`src/rtl/usbtd_pkg.sv`:
```
// Package: constants, widths and codes of the TRB builder and completion unit.
`timescale 1ns / 1ps
package usbtd_pkg;
    localparam int MAX_PAGES   = 16;
    localparam int PAGE_SIZE   = 4096;
    localparam int ENTRY_DEPTH = MAX_PAGES + 2;
    localparam int CAPACITY    = MAX_PAGES * PAGE_SIZE;
    localparam int PAGE_BITS   = $clog2(PAGE_SIZE);
    localparam int PAGE_IDX_W  = $clog2(MAX_PAGES);
    localparam int ENT_ADDR_W  = $clog2(ENTRY_DEPTH);
    localparam int LEN_W       = 13;
    localparam int OFF_W       = 17;
    localparam int TYPE_W      = 3;
    localparam int ENT_W       = TYPE_W + OFF_W + LEN_W;

    localparam int S_TDATA_W   = 200;
    localparam int M_TDATA_W   = 152;

    localparam logic [1:0] CMD_LOAD  = 2'd0;
    localparam logic [1:0] CMD_BUILD = 2'd1;
    localparam logic [1:0] CMD_EVENT = 2'd2;

    localparam logic [1:0] KIND_TRB     = 2'd0;
    localparam logic [1:0] KIND_REJECT  = 2'd1;
    localparam logic [1:0] KIND_VERDICT = 2'd2;

    localparam logic [2:0] TRB_NORMAL = 3'd1;
    localparam logic [2:0] TRB_SETUP  = 3'd2;
    localparam logic [2:0] TRB_DATA   = 3'd3;
    localparam logic [2:0] TRB_STATUS = 3'd4;

    localparam logic [7:0] CODE_SUCCESS = 8'd1;
    localparam logic [7:0] CODE_SHORT   = 8'd13;

    localparam int TYPE_SHIFT = 10;
    localparam int DIR_SHIFT  = 16;
    localparam logic [31:0] F_ISP = 32'h1 << 2;
    localparam logic [31:0] F_CH  = 32'h1 << 4;
    localparam logic [31:0] F_IOC = 32'h1 << 5;
    localparam logic [31:0] F_IDT = 32'h1 << 6;
    localparam logic [4:0]  TD_SIZE_MAX = 5'd31;
    localparam logic [31:0] SETUP_LEN = 32'd8;
endpackage

```
`src/rtl/usbtd_ram.sv`:
```
// Generic single-write, single-read RAM with registered read data.
`timescale 1ns / 1ps
module usbtd_ram #(
    parameter int WIDTH = 8,
    parameter int DEPTH = 16
) (
    input  logic                     aclk,
    input  logic                     we,
    input  logic [$clog2(DEPTH)-1:0] waddr,
    input  logic [WIDTH-1:0]         wdata,
    input  logic [$clog2(DEPTH)-1:0] raddr,
    output logic [WIDTH-1:0]         rdata
);
    logic [WIDTH-1:0] mem [DEPTH];

    always_ff @(posedge aclk) begin
        if (we) begin
            mem[waddr] <= wdata;
        end
        rdata <= mem[raddr];
    end
endmodule

```
`src/rtl/usb_td_trb_builder_and_completion_unit.sv`:
```
// Top level: TRB builder and completion event decoder for one USB transfer.
//
// Input stream s_*: s_tuser carries the command (load page, build, event),
// s_tdata the operand fields. Output stream m_*: m_tuser is the result kind,
// m_tlast marks the final result of one input command.
// A load writes the page table and gives no result. A build is checked
// first, then emits its TRBs in order: setup (control only), each data
// TRB (page table read plus a 5-step TD-size divider), status (control
// only). A rejected build gives one result. An event reads the entry
// memory and gives its verdict. One command is worked on at a time;
// s_tready is high only between commands.
// A single output register holds each result; while the receiver stalls,
// the sequencer waits in its emit state, state unchanged. Reset clears
// the transfer state and output valid; the page and entry memories are
// undefined until written.
`timescale 1ns / 1ps
module usb_td_trb_builder_and_completion_unit (
    input  logic                              aclk,
    input  logic                              aresetn,
    input  logic                              s_tvalid,
    output logic                              s_tready,
    // page_index, page_address, setup_packet, total_bytes, is_input,
    // is_control, max_packet, event_index, event_code, residual
    input  logic [usbtd_pkg::S_TDATA_W-1:0]  s_tdata,
    // command
    input  logic [1:0]                        s_tuser,
    output logic                              m_tvalid,
    input  logic                              m_tready,
    // trb_parameter, trb_status, trb_control, event_valid, transfer_done,
    // actual_bytes
    output logic [usbtd_pkg::M_TDATA_W-1:0]  m_tdata,
    // result_kind
    output logic [1:0]                        m_tuser,
    output logic                              m_tlast
);
    import usbtd_pkg::*;

    typedef enum logic [3:0] {
        ST_IDLE, ST_CHECK, ST_REJECT, ST_SETUP, ST_DSTART, ST_DIV,
        ST_DEMIT, ST_STATUS, ST_EVWAIT, ST_EVEMIT
    } state_t;

    state_t state_reg;

    logic [PAGE_IDX_W-1:0] in_page_idx;
    logic [63:0]           in_page_addr;
    logic [63:0]           in_setup;
    logic [16:0]           in_bytes;
    logic                  in_input;
    logic                  in_control;
    logic [10:0]           in_mp;
    logic [4:0]            in_evidx;
    logic [7:0]            in_code;
    logic [23:0]           in_res;

    assign in_page_idx  = s_tdata[3:0];
    assign in_page_addr = s_tdata[67:4];
    assign in_setup     = s_tdata[131:68];
    assign in_bytes     = s_tdata[148:132];
    assign in_input     = s_tdata[149];
    assign in_control   = s_tdata[150];
    assign in_mp        = s_tdata[161:151];
    assign in_evidx     = s_tdata[166:162];
    assign in_code      = s_tdata[174:167];
    assign in_res       = s_tdata[198:175];

    logic [63:0] setup_reg;
    logic [16:0] bytes_reg;
    logic        ctrl_reg, inp_reg;
    logic [10:0] mp_reg;
    logic [4:0]  idx_reg;
    logic [7:0]  code_reg;
    logic [23:0] res_reg;

    logic [4:0]       n_reg;
    logic [OFF_W-1:0] off_reg;
    logic [LEN_W-1:0] len_reg;
    logic             final_reg;
    logic [17:0]      rem_reg;
    logic [4:0]       q_reg;
    logic [2:0]       step_reg;
    logic             force_reg;
    logic [4:0]       force_val_reg;
    logic [PAGE_IDX_W-1:0] page_reg;
    logic [ENT_ADDR_W-1:0] ent_raddr_reg;

    logic [4:0]  count_reg;
    logic        short_seen_reg;
    logic [16:0] short_act_reg;
    logic [16:0] built_bytes_reg;
    logic        built_in_reg, built_ctl_reg;

    logic        m_valid_reg;
    logic [1:0]  kind_reg;
    logic [63:0] param_reg;
    logic [31:0] stat_reg, ctl_reg;
    logic        last_reg, evv_reg, done_reg;
    logic [16:0] act_reg;

    logic [63:0]       page_rdata;
    logic [ENT_W-1:0]  ent_rdata;
    logic              ent_we;
    logic [ENT_W-1:0]  ent_wdata;
    logic              page_we;

    usbtd_ram #(.WIDTH(64), .DEPTH(MAX_PAGES)) u_page_ram (
        .aclk (aclk),
        .we   (page_we),
        .waddr(in_page_idx),
        .wdata(in_page_addr),
        .raddr(page_reg),
        .rdata(page_rdata)
    );

    usbtd_ram #(.WIDTH(ENT_W), .DEPTH(ENTRY_DEPTH)) u_entry_ram (
        .aclk (aclk),
        .we   (ent_we),
        .waddr(n_reg[ENT_ADDR_W-1:0]),
        .wdata(ent_wdata),
        .raddr(ent_raddr_reg),
        .rdata(ent_rdata)
    );

    logic out_free, s_fire, out_load;
    assign out_free = !m_valid_reg || m_tready;
    assign out_load = out_free && ((state_reg == ST_REJECT) || (state_reg == ST_SETUP) ||
                                   (state_reg == ST_DEMIT) || (state_reg == ST_STATUS) ||
                                   (state_reg == ST_EVEMIT));
    assign s_tready = (state_reg == ST_IDLE);
    assign s_fire   = s_tvalid && s_tready;
    assign page_we  = s_fire && (s_tuser == CMD_LOAD);

    // build check
    logic reject;
    assign reject = (32'(bytes_reg) > CAPACITY) ||
                    (ctrl_reg && (bytes_reg != {1'b0, setup_reg[63:48]})) ||
                    (!ctrl_reg && (bytes_reg == 17'd0));

    // data chunk setup
    logic [16:0]      remaining, rest;
    logic [LEN_W-1:0] chunk_len;
    logic             chunk_final;
    logic [15:0]      mp31;
    logic [17:0]      numer;
    assign remaining   = bytes_reg - off_reg;
    assign chunk_final = (32'(remaining) <= PAGE_SIZE);
    assign chunk_len   = chunk_final ? remaining[LEN_W-1:0] : LEN_W'(PAGE_SIZE);
    assign rest        = remaining - 17'(chunk_len);
    assign mp31        = {mp_reg, 5'd0} - 16'(mp_reg);
    assign numer       = 18'(rest) + 18'(mp_reg) - 18'd1;

    logic [17:0] div_d;
    logic        div_ge;
    assign div_d  = 18'(mp_reg) << step_reg;
    assign div_ge = rem_reg >= div_d;

    // TRB words
    logic [2:0]  d_type;
    logic [4:0]  packets;
    logic [31:0] d_ctl, setup_ctl, status_ctl;
    assign d_type  = (ctrl_reg && off_reg == '0) ? TRB_DATA : TRB_NORMAL;
    assign packets = force_reg ? force_val_reg : q_reg;
    assign d_ctl = (32'(d_type) << TYPE_SHIFT) |
                   (!final_reg ? F_CH : (!ctrl_reg ? F_IOC : 32'd0)) |
                   (inp_reg ? F_ISP : 32'd0) |
                   ((d_type == TRB_DATA && inp_reg) ? (32'd1 << DIR_SHIFT) : 32'd0);
    assign setup_ctl = (32'(TRB_SETUP) << TYPE_SHIFT) | F_IDT |
                       ((bytes_reg != 17'd0) ?
                        ((inp_reg ? 32'd3 : 32'd2) << DIR_SHIFT) : 32'd0);
    assign status_ctl = (32'(TRB_STATUS) << TYPE_SHIFT) | F_IOC |
                        ((!inp_reg || bytes_reg == 17'd0) ? (32'd1 << DIR_SHIFT) : 32'd0);

    always_comb begin
        ent_we    = 1'b0;
        ent_wdata = {d_type, off_reg, len_reg};
        case (state_reg)
            ST_SETUP: begin
                ent_we    = out_free;
                ent_wdata = {TRB_SETUP, OFF_W'(0), LEN_W'(0)};
            end
            ST_DEMIT: begin
                ent_we    = out_free;
            end
            ST_STATUS: begin
                ent_we    = out_free;
                ent_wdata = {TRB_STATUS, OFF_W'(0), LEN_W'(0)};
            end
            default: ;
        endcase
    end

    // event verdict
    logic [TYPE_W-1:0] e_type;
    logic [OFF_W-1:0]  e_off;
    logic [LEN_W-1:0]  e_len;
    logic [24:0]       e_sum;
    logic              first_short, bad0, bad1, bad2, ev_ok, ev_done;
    logic [16:0]       ev_act, sh_act;
    assign e_type = ent_rdata[ENT_W-1 -: TYPE_W];
    assign e_off  = ent_rdata[LEN_W +: OFF_W];
    assign e_len  = ent_rdata[LEN_W-1:0];
    assign e_sum  = 25'(e_off) + 25'(e_len) - 25'(res_reg);
    assign first_short = (code_reg == CODE_SHORT) && !short_seen_reg;
    assign bad0 = (idx_reg >= count_reg) ||
                  ((code_reg != CODE_SUCCESS) && (code_reg != CODE_SHORT)) ||
                  ((code_reg == CODE_SUCCESS) && (res_reg != 24'd0));
    assign bad1 = first_short && (!built_in_reg || e_len == '0 ||
                  res_reg > 24'(e_len) || e_sum > 25'(built_bytes_reg));
    assign sh_act = first_short ? e_sum[16:0] : short_act_reg;
    assign ev_act = (short_seen_reg || first_short) ? sh_act : built_bytes_reg;
    assign bad2   = ev_act > built_bytes_reg;
    assign ev_ok  = !(bad0 || bad1 || bad2);
    assign ev_done = built_ctl_reg ? (e_type == TRB_STATUS) :
                     ((code_reg == CODE_SHORT) || (idx_reg + 5'd1 == count_reg));

    always_ff @(posedge aclk) begin
        if (!aresetn) begin
            state_reg       <= ST_IDLE;
            m_valid_reg     <= 1'b0;
            count_reg       <= '0;
            short_seen_reg  <= 1'b0;
            short_act_reg   <= '0;
            built_bytes_reg <= '0;
            built_in_reg    <= 1'b0;
            built_ctl_reg   <= 1'b0;
        end else begin
            if (m_tready && !out_load) begin
                m_valid_reg <= 1'b0;
            end
            case (state_reg)
                ST_IDLE: begin
                    if (s_fire) begin
                        setup_reg     <= in_setup;
                        bytes_reg     <= in_bytes;
                        ctrl_reg      <= in_control;
                        inp_reg       <= in_control ? in_setup[7] : in_input;
                        mp_reg        <= in_mp;
                        idx_reg       <= in_evidx;
                        code_reg      <= in_code;
                        res_reg       <= in_res;
                        ent_raddr_reg <= (32'(in_evidx) < ENTRY_DEPTH) ?
                                         in_evidx[ENT_ADDR_W-1:0] : '0;
                        case (s_tuser)
                            CMD_BUILD: state_reg <= ST_CHECK;
                            CMD_EVENT: state_reg <= ST_EVWAIT;
                            default:   state_reg <= ST_IDLE;
                        endcase
                    end
                end
                ST_CHECK: begin
                    if (reject) begin
                        state_reg <= ST_REJECT;
                    end else begin
                        short_seen_reg  <= 1'b0;
                        short_act_reg   <= '0;
                        built_bytes_reg <= bytes_reg;
                        built_in_reg    <= inp_reg;
                        built_ctl_reg   <= ctrl_reg;
                        n_reg           <= '0;
                        off_reg         <= '0;
                        state_reg       <= ctrl_reg ? ST_SETUP : ST_DSTART;
                    end
                end
                ST_REJECT: begin
                    if (out_free) begin
                        m_valid_reg <= 1'b1;
                        kind_reg    <= KIND_REJECT;
                        param_reg   <= '0;
                        stat_reg    <= '0;
                        ctl_reg     <= '0;
                        last_reg    <= 1'b1;
                        evv_reg     <= 1'b0;
                        done_reg    <= 1'b0;
                        act_reg     <= '0;
                        state_reg   <= ST_IDLE;
                    end
                end
                ST_SETUP: begin
                    if (out_free) begin
                        m_valid_reg <= 1'b1;
                        kind_reg    <= KIND_TRB;
                        param_reg   <= setup_reg;
                        stat_reg    <= SETUP_LEN;
                        ctl_reg     <= setup_ctl;
                        last_reg    <= 1'b0;
                        evv_reg     <= 1'b0;
                        done_reg    <= 1'b0;
                        act_reg     <= '0;
                        n_reg       <= n_reg + 5'd1;
                        state_reg   <= (bytes_reg != 17'd0) ? ST_DSTART : ST_STATUS;
                    end
                end
                ST_DSTART: begin
                    page_reg  <= off_reg[PAGE_BITS +: PAGE_IDX_W];
                    len_reg   <= chunk_len;
                    final_reg <= chunk_final;
                    rem_reg   <= numer;
                    q_reg     <= '0;
                    step_reg  <= 3'd4;
                    if (mp_reg == 11'd0) begin
                        force_reg     <= 1'b1;
                        force_val_reg <= (rest != 17'd0) ? TD_SIZE_MAX : 5'd0;
                    end else begin
                        force_reg     <= (rest > 17'(mp31));
                        force_val_reg <= TD_SIZE_MAX;
                    end
                    state_reg <= ST_DIV;
                end
                ST_DIV: begin
                    if (div_ge) begin
                        rem_reg <= rem_reg - div_d;
                    end
                    q_reg <= {q_reg[3:0], div_ge};
                    if (step_reg == 3'd0) begin
                        state_reg <= ST_DEMIT;
                    end else begin
                        step_reg <= step_reg - 3'd1;
                    end
                end
                ST_DEMIT: begin
                    if (out_free) begin
                        m_valid_reg <= 1'b1;
                        kind_reg    <= KIND_TRB;
                        param_reg   <= page_rdata;
                        stat_reg    <= {10'd0, packets, 4'd0, len_reg};
                        ctl_reg     <= d_ctl;
                        last_reg    <= final_reg && !ctrl_reg;
                        evv_reg     <= 1'b0;
                        done_reg    <= 1'b0;
                        act_reg     <= '0;
                        n_reg       <= n_reg + 5'd1;
                        off_reg     <= off_reg + OFF_W'(len_reg);
                        if (!final_reg) begin
                            state_reg <= ST_DSTART;
                        end else if (ctrl_reg) begin
                            state_reg <= ST_STATUS;
                        end else begin
                            count_reg <= n_reg + 5'd1;
                            state_reg <= ST_IDLE;
                        end
                    end
                end
                ST_STATUS: begin
                    if (out_free) begin
                        m_valid_reg <= 1'b1;
                        kind_reg    <= KIND_TRB;
                        param_reg   <= '0;
                        stat_reg    <= '0;
                        ctl_reg     <= status_ctl;
                        last_reg    <= 1'b1;
                        evv_reg     <= 1'b0;
                        done_reg    <= 1'b0;
                        act_reg     <= '0;
                        count_reg   <= n_reg + 5'd1;
                        state_reg   <= ST_IDLE;
                    end
                end
                ST_EVWAIT: begin
                    state_reg <= ST_EVEMIT;
                end
                ST_EVEMIT: begin
                    if (out_free) begin
                        m_valid_reg <= 1'b1;
                        kind_reg    <= KIND_VERDICT;
                        param_reg   <= '0;
                        stat_reg    <= '0;
                        ctl_reg     <= '0;
                        last_reg    <= 1'b1;
                        evv_reg     <= ev_ok;
                        done_reg    <= ev_ok && ev_done;
                        act_reg     <= ev_ok ? ev_act : 17'd0;
                        if (ev_ok && first_short) begin
                            short_seen_reg <= 1'b1;
                            short_act_reg  <= sh_act;
                        end
                        state_reg <= ST_IDLE;
                    end
                end
                default: state_reg <= ST_IDLE;
            endcase
        end
    end

    assign m_tvalid = m_valid_reg;
    assign m_tuser  = kind_reg;
    assign m_tlast  = last_reg;
    assign m_tdata  = {5'd0, act_reg, done_reg, evv_reg, ctl_reg, stat_reg, param_reg};
endmodule

```
`config.mk`:
```
export PLATFORM = sky130hd
export DESIGN_NAME = usb_td_trb_builder_and_completion_unit
export DESIGN_NICKNAME = d
export VERILOG_FILES = /design/src/rtl/usbtd_pkg.sv /design/src/rtl/usbtd_ram.sv /design/src/rtl/usb_td_trb_builder_and_completion_unit.sv
export SDC_FILE = /design/constraint.sdc
export NUM_CORES = 2
export LEC_CHECK = 0
export BUFFER_PORTS_ARGS = -buffer_cell sky130_fd_sc_hd__buf_4
export CORE_MARGIN = 8
export CORE_UTILIZATION = 40
export CTS_CLUSTER_SIZE = 14
export DETAILED_ROUTE_END_ITERATION = 8
export HOLD_SLACK_MARGIN = 0.1
export SYNTH_ARGS = -nofsm -noshare
export SYNTH_HDL_FRONTEND = slang
export SYNTH_SLANG_ARGS = --single-unit
```
`constraint.sdc`:
```
create_clock -name aclk -period 15 [get_ports aclk]
set_input_delay 3.75 -clock aclk [delete_from_list [all_inputs] [get_ports aclk]]
set_output_delay 3.75 -clock aclk [all_outputs]
set_load 0.005 [all_outputs]
```
# After elaboration in Yosys (flattened, before gate mapping)
# Memories as Yosys holds them, arrays and structs flattened. A register that Yosys moved wholly into a read port is not among the register bits.
# Index checks and enable logic that the tools add are counted.
[totals] mem_bits_rw=1618 reg_bits=405 mem_count=2 output_inout_bits=157 wordCells=265
[memory_table] name="u_page_ram.mem" depth=16 width=64 read_ports=1 rd_ports_with_merged_regs=1 write_ports=1 line="usbtd_ram.sv:14" text="logic [WIDTH-1:0] mem [DEPTH];"
[memory_table] name="u_entry_ram.mem" depth=18 width=33 read_ports=1 rd_ports_with_merged_regs=1 write_ports=1 line="usbtd_ram.sv:14"
[classes] n_shift=1 n_eq_ne=37 bitwise=4 n_lt_le_gt_ge=9 n_reduce_logical=79 n_addsub=12 n_mux=86
[op_table] op="2-to-1 mux 32 bit" n=6
[op_table] op="2-to-1 mux 64 bit" n=3
[op_table] op="one-hot mux 64 bit (3 select lines)" n=1
[op_table] op="2-to-1 mux 17 bit" n=11
[op_table] op="one-hot mux 32 bit (4 select lines)" n=1
[op_table] op="one-hot mux 17 bit (2 select lines)" n=3
[op_table] op="one-hot mux 32 bit (3 select lines)" n=1
[op_table] op="one-hot mux 33 bit (2 select lines)" n=1
[op_table] op="2-to-1 mux 18 bit" n=2
[op_table] op="one-hot mux 18 bit (2 select lines)" n=1
[op_table] op="2-to-1 mux 5 bit" n=7
[op_table] op="zero test 17 bit" n=2
[op_table] op="nonzero test 17 bit" n=2
[op_table] op="one-hot mux 4 bit (8 select lines)" n=1
[op_table] op="one-hot mux 5 bit (2 select lines)" n=3
[op_table] op="greater-than comparator 25 x 17 -> 1 bit" n=1
[op_table] op="subtractor 18 x 24 -> 25 bit" n=1
[op_table] op="greater-than comparator 24 x 13 -> 1 bit" n=1
[op_table] op="nonzero test 24 bit" n=1
[op_table] op="inequality test 2 bit (second input constant)" n=11
[op_table] op="2-to-1 mux 4 bit" n=5
[op_table] op="AND reduction 5 bit" n=4
[op_table] op="2-to-1 mux 1 bit" n=19
[op_table] op="adder 17 x 11 -> 18 bit" n=1
[op_table] op="63 further kinds" n=139

# Logic depth before layout (Yosys ltp)
[logic_depth] word_depth=12 depth_mapped=34

# Hierarchy
# Synthesis repeated with hierarchy kept, for this count alone.
[hier_totals] hier_cells=4832 hier_area_um2=85433.2
[by_module_without_submodules] mod="usbtd_ram (u_page_ram)" seq_area_each_um2=32030.7 cells_each=1647 area_each_um2=39583.0 n_inst=1
[by_module_without_submodules] mod="usbtd_ram (u_entry_ram)" seq_area_each_um2=18497.7 cells_each=1089 area_each_um2=23457.5 n_inst=1
[by_module_without_submodules] mod="usb_td_trb_builder_and_completion_unit" seq_area_each_um2=10460.0 cells_each=2096 area_each_um2=22392.7 n_inst=1

# Least setup slack after synthesis
# Ideal clock, no wire load.
[synth_path] kind="input to register" startpoint="input aresetn" endpoint="register bytes_reg[0] (enable)" setup_ns=0.633 t_arrival_ns=9.908 setup_slack_ns=4.459 path_buffers=2 cell_stages=4 t_required_ns=14.367 path_cell_list="inv_1 > clkbuf_1 > clkbuf_1 > nor2_1"
[synth_via] elab_chain_len=1
[synth_lines] item="start: declaration" line="usb_td_trb_builder_and_completion_unit.sv:19" text="input logic aresetn,"
[synth_lines] item="AND reduction 3 bit (no line)"
[synth_lines] item="end signal: assignment" line="usb_td_trb_builder_and_completion_unit.sv:234" text="bytes_reg <= in_bytes;"
[synth_lines] item="end: declaration" line="usb_td_trb_builder_and_completion_unit.sv:68" text="logic [16:0] bytes_reg;"
# Every way passes these cells.
# A chain may end at the register's enable or synchronous reset.

# Final worst setup path
[layout_path] startpoint="register bytes_reg[0]" endpoint="register rem_reg[17], data pin"
[layout_via] elab_chain_len=7
[layout_lines] item="subtractor 17 bit" line="usb_td_trb_builder_and_completion_unit.sv:145" text="assign remaining = bytes_reg - off_reg;"
[layout_lines] item="<= comparator 17 x 13 -> 1 bit" line="usb_td_trb_builder_and_completion_unit.sv:146" text="assign chunk_final = (32'(remaining) <= PAGE_SIZE);"
[layout_lines] item="via chunk_final" line="usb_td_trb_builder_and_completion_unit.sv:142" text="logic chunk_final;"
[layout_lines] item="2-to-1 mux 13 bit" line="usb_td_trb_builder_and_completion_unit.sv:147" text="assign chunk_len = chunk_final ? remaining[LEN_W-1:0] : LEN_W'(PAGE_SIZE);"
[layout_lines] item="subtractor 17 x 13 -> 17 bit" line="usb_td_trb_builder_and_completion_unit.sv:148" text="assign rest = remaining - 17'(chunk_len);"
[layout_lines] item="adder 17 x 11 -> 18 bit" line="usb_td_trb_builder_and_completion_unit.sv:150" text="assign numer = 18'(rest) + 18'(mp_reg) - 18'd1;"
[layout_lines] item="subtractor 18 x 1 -> 18 bit" line="usb_td_trb_builder_and_completion_unit.sv:150"
[layout_lines] item="one-hot mux 18 bit (2 select lines)" line="usb_td_trb_builder_and_completion_unit.sv:230" text="case (state_reg)"
[layout_lines] item="end signal: assignment" line="usb_td_trb_builder_and_completion_unit.sv:297" text="rem_reg <= numer;"
[layout_lines] item="end signal: assignment" line="usb_td_trb_builder_and_completion_unit.sv:311" text="rem_reg <= rem_reg - div_d;"
[layout_lines] item="end: declaration" line="usb_td_trb_builder_and_completion_unit.sv:79" text="logic [17:0] rem_reg;"
# The timed path passes the listed nets, and every way through them passes these cells.

==> flow_summary.json <==
{
  "fin_skew_ps": 94.5,
  "nets": 5424,
  "cp-end-kind": "flop",
  "startpoint": "bytes_reg[0]",
  "cts-resized-gates": 0,
  "drt_iter0_markers": 3805,
  "port_buffers": 319,
  "globalplace.congestion": 0.842,
  "vias_per_cell": 5.43,
  "yosys_warnings": 0,
  "rsz0062_at_grt": "no",
  "hold_class": "flop to flop",
  "cpMostUsedCell": "ha_1",
  "min_period_ps": 7480,
  "synth_compound_area_share_pct": 3.74,
  "antenna_left": 0,
  "cp.required_ps": 15550,
  "grt.overflow.total": 0,
  "start_util_pct": 40.2,
  "gr-usage-all-layers_pct": 18.1,
  "cts.sinks": 2079,
  "worstSetupPathType": "flop to flop",
  "final_cell_mix": "edfxtp_1 (1935), mux4_2 (485), buf_4 (416)",
  "netlist_instances": 4568,
  "cp_slowest_stage_delay_ps": 560,
  "syn_area_per_cell_sq_um": 18.6,
  "yosys.area_share.simple_pct": 3.83,
  "synth_async_sr_flop_share_pct": 0,
  "fmax_mhz": 134,
  "clockRootBuffer": "clkbuf_16",
  "hpwl_mm": 127,
  "ir_worst_vdd_uv": 136,
  "syn_to_final_growth_pct": 15.4,
  "p_per_area_nw_per_um2": 128,
  "via_count": 43600,
  "antenna_found_initial": 35,
  "synth-seq-area-share_pct": 71.8,
  "start_kind": "flop",
  "grt_max_degree": 133,
  "mostFrequentLayoutCell": "edfxtp_1",
  "crit_slowest_cell": "or4b_1",
  "worst_pin_slew_ps": 1290,
  "leakagePower_nw": 33.2,
  "drive_gt1_share_pct": 24.9,
  "r2r_start": "bytes_reg[0]",
  "synth_top_family_by_area": "multiplexers",
  "routed_wl_mm": 211,
  "layout.core_utilization_pct": 46.4,
  "first_pass_iters": 6,
  "synth-adder-area-share_pct": 3.27,
  "hold_buffers": 0,
  "largest_register_ffs": 1024,
  "cts_setup_buffers": 0,
  "die_h_um": 477,
  "cts_tree": "done",
  "grt_pass1_wl_mm": 307,
  "slew_violations": 0,
  "setup_viol": 0,
  "cts_made_buffers": 209,
  "holdCritStartpoint": "short_act_reg[12]",
  "regMostFlops": "u_page_ram.mem",
  "yosys.area_share.xor_xnor_pct": 1.03,
  "biggestRegsByFlops": "u_page_ram.mem (1024), u_entry_ram.mem (594)",
  "die_w_um": 477,
  "coreArea_sq_um": 211000,
  "crit_fanout": 20,
  "ys_seq_elements": 2079,
  "slew_headroom_pct": 14.0,
  "rows": 169,
  "synth_top_flop_cell": "edfxtp_1",
  "synthMuxAreaShare_pct": 14.1,
  "synth_edf_count": 1935,
  "setup-tns-final_ps": 0,
  "status": "finished clean",
  "cap_violations": 0,
  "worstPathArrival_ps": 8030,
  "fin_crit_sh_pct": 49.9,
  "wl_per_cell_um": 26.3,
  "clk_latency_ps": 850,
  "grt_pass1_vias": 44800,
  "io_pins": 363,
  "hold_viol_final": 0,
  "synth_area_sq_um": 84900,
  "ys_types": 85,
  "clock_path_buffers": 3,
  "p_total_w": 0.0125,
  "cts.reportedPaths.clkPinSlew_ps": 60,
  "drc_errors": 0,
  "die_area_sq_um": 227000,
  "cts.htree.levels": 4
}
[logic make-up after synthesis]
family          count (synthesis)
flops                        2079
xor+xnor                      100
compound gates                476
other cells                     2
simple gates                  667
buf+inv                       442
mux                           590
fa+ha+maj                     212
[worst paths after layout]
kind / to / slack (ps) / depth (start not counted)
worst max-delay path: rem_reg[17] / 7520 / 28
worst min-delay path: short_act_reg[12] / 460 / 2
worst max register to register: rem_reg[17] / 7520 / 28
worst min register to register: short_act_reg[12] / 460 / 2
[power by group]
part	internal (W)	leakage [nW]	switching, W
sequential	0.00638	18.7	0.0000447
clock	0.00299	3.38	0.00223
combinational	0.000365	11.1	0.000509
total	0.00973	33.2	0.00279
[layer usage]
metal | share of wire (%) | GRT usage (%) | wire, um | vias to the layer above
li1 | - | - | - | 19100
met1 | 41 | 24.3 | 87300 | 22700
met2 | 49 | 30.1 | 103000 | 1498
met3 | 7.3 | 3.97 | 15400 | 319
met4 | 2.5 | 4.76 | 5360 | 22
met5 | 0.067 | 0 | 141 | -
[final cells by class]
type / count / area (sq um)
well taps: 2821 / 3530
diodes: 16 / 40.0
multi-input cells: 2089 / 22500
clock inverters: 94 / 1050
fillers: 18000 / 113000
clock buffers: 302 / 5930
inverters: 210 / 791
repair buffers: 417 / 3140
flip-flops and latches: 2079 / 61000
[critical path, delay by kind of cell (launching register included)]
| family | cells | cell delay (ps) |
|---|---|---|
| AOI/OAI and AO/OA | 9 | 2020 |
| DFF | 1 | 540 |
| buffers and inverters | 3 | 440 |
| muxes | 1 | 100 |
| adders and majority gates | 4 | 1200 |
| and+or+nand+nor | 8 | 2130 |
| xor gates and xnor gates | 3 | 770 |
[cell usage after synthesis, drive strengths merged (48+ instances only)]
master	n	area, sq um
nor2	224	843
mux4	485	10900
a21oi	155	783
nor3	53	270
ha	195	2440
o21ai	73	365
dfxtp	144	2880
mux2i	96	961
clkbuf	127	478
inv	208	781
edfxtp	1935	58100
a22o	64	561
buf	105	577
xnor2	71	622
nor2b	48	308
nand2	130	488
[metrics by stage]
step	worst slack (ps)	std cells	instance area (sq um)	hold WS (ps)
after CTS	7460	8012	98000	465
after global routing	6910	8015	98000	482
final	7520	8028	98000	462
after detailed placement	7520	7616	91000	455
after global placement	7510	7616	91000	444
after floorplan	4460	4610	85100	436
Note: power is estimated with default switching activity, not from simulation.
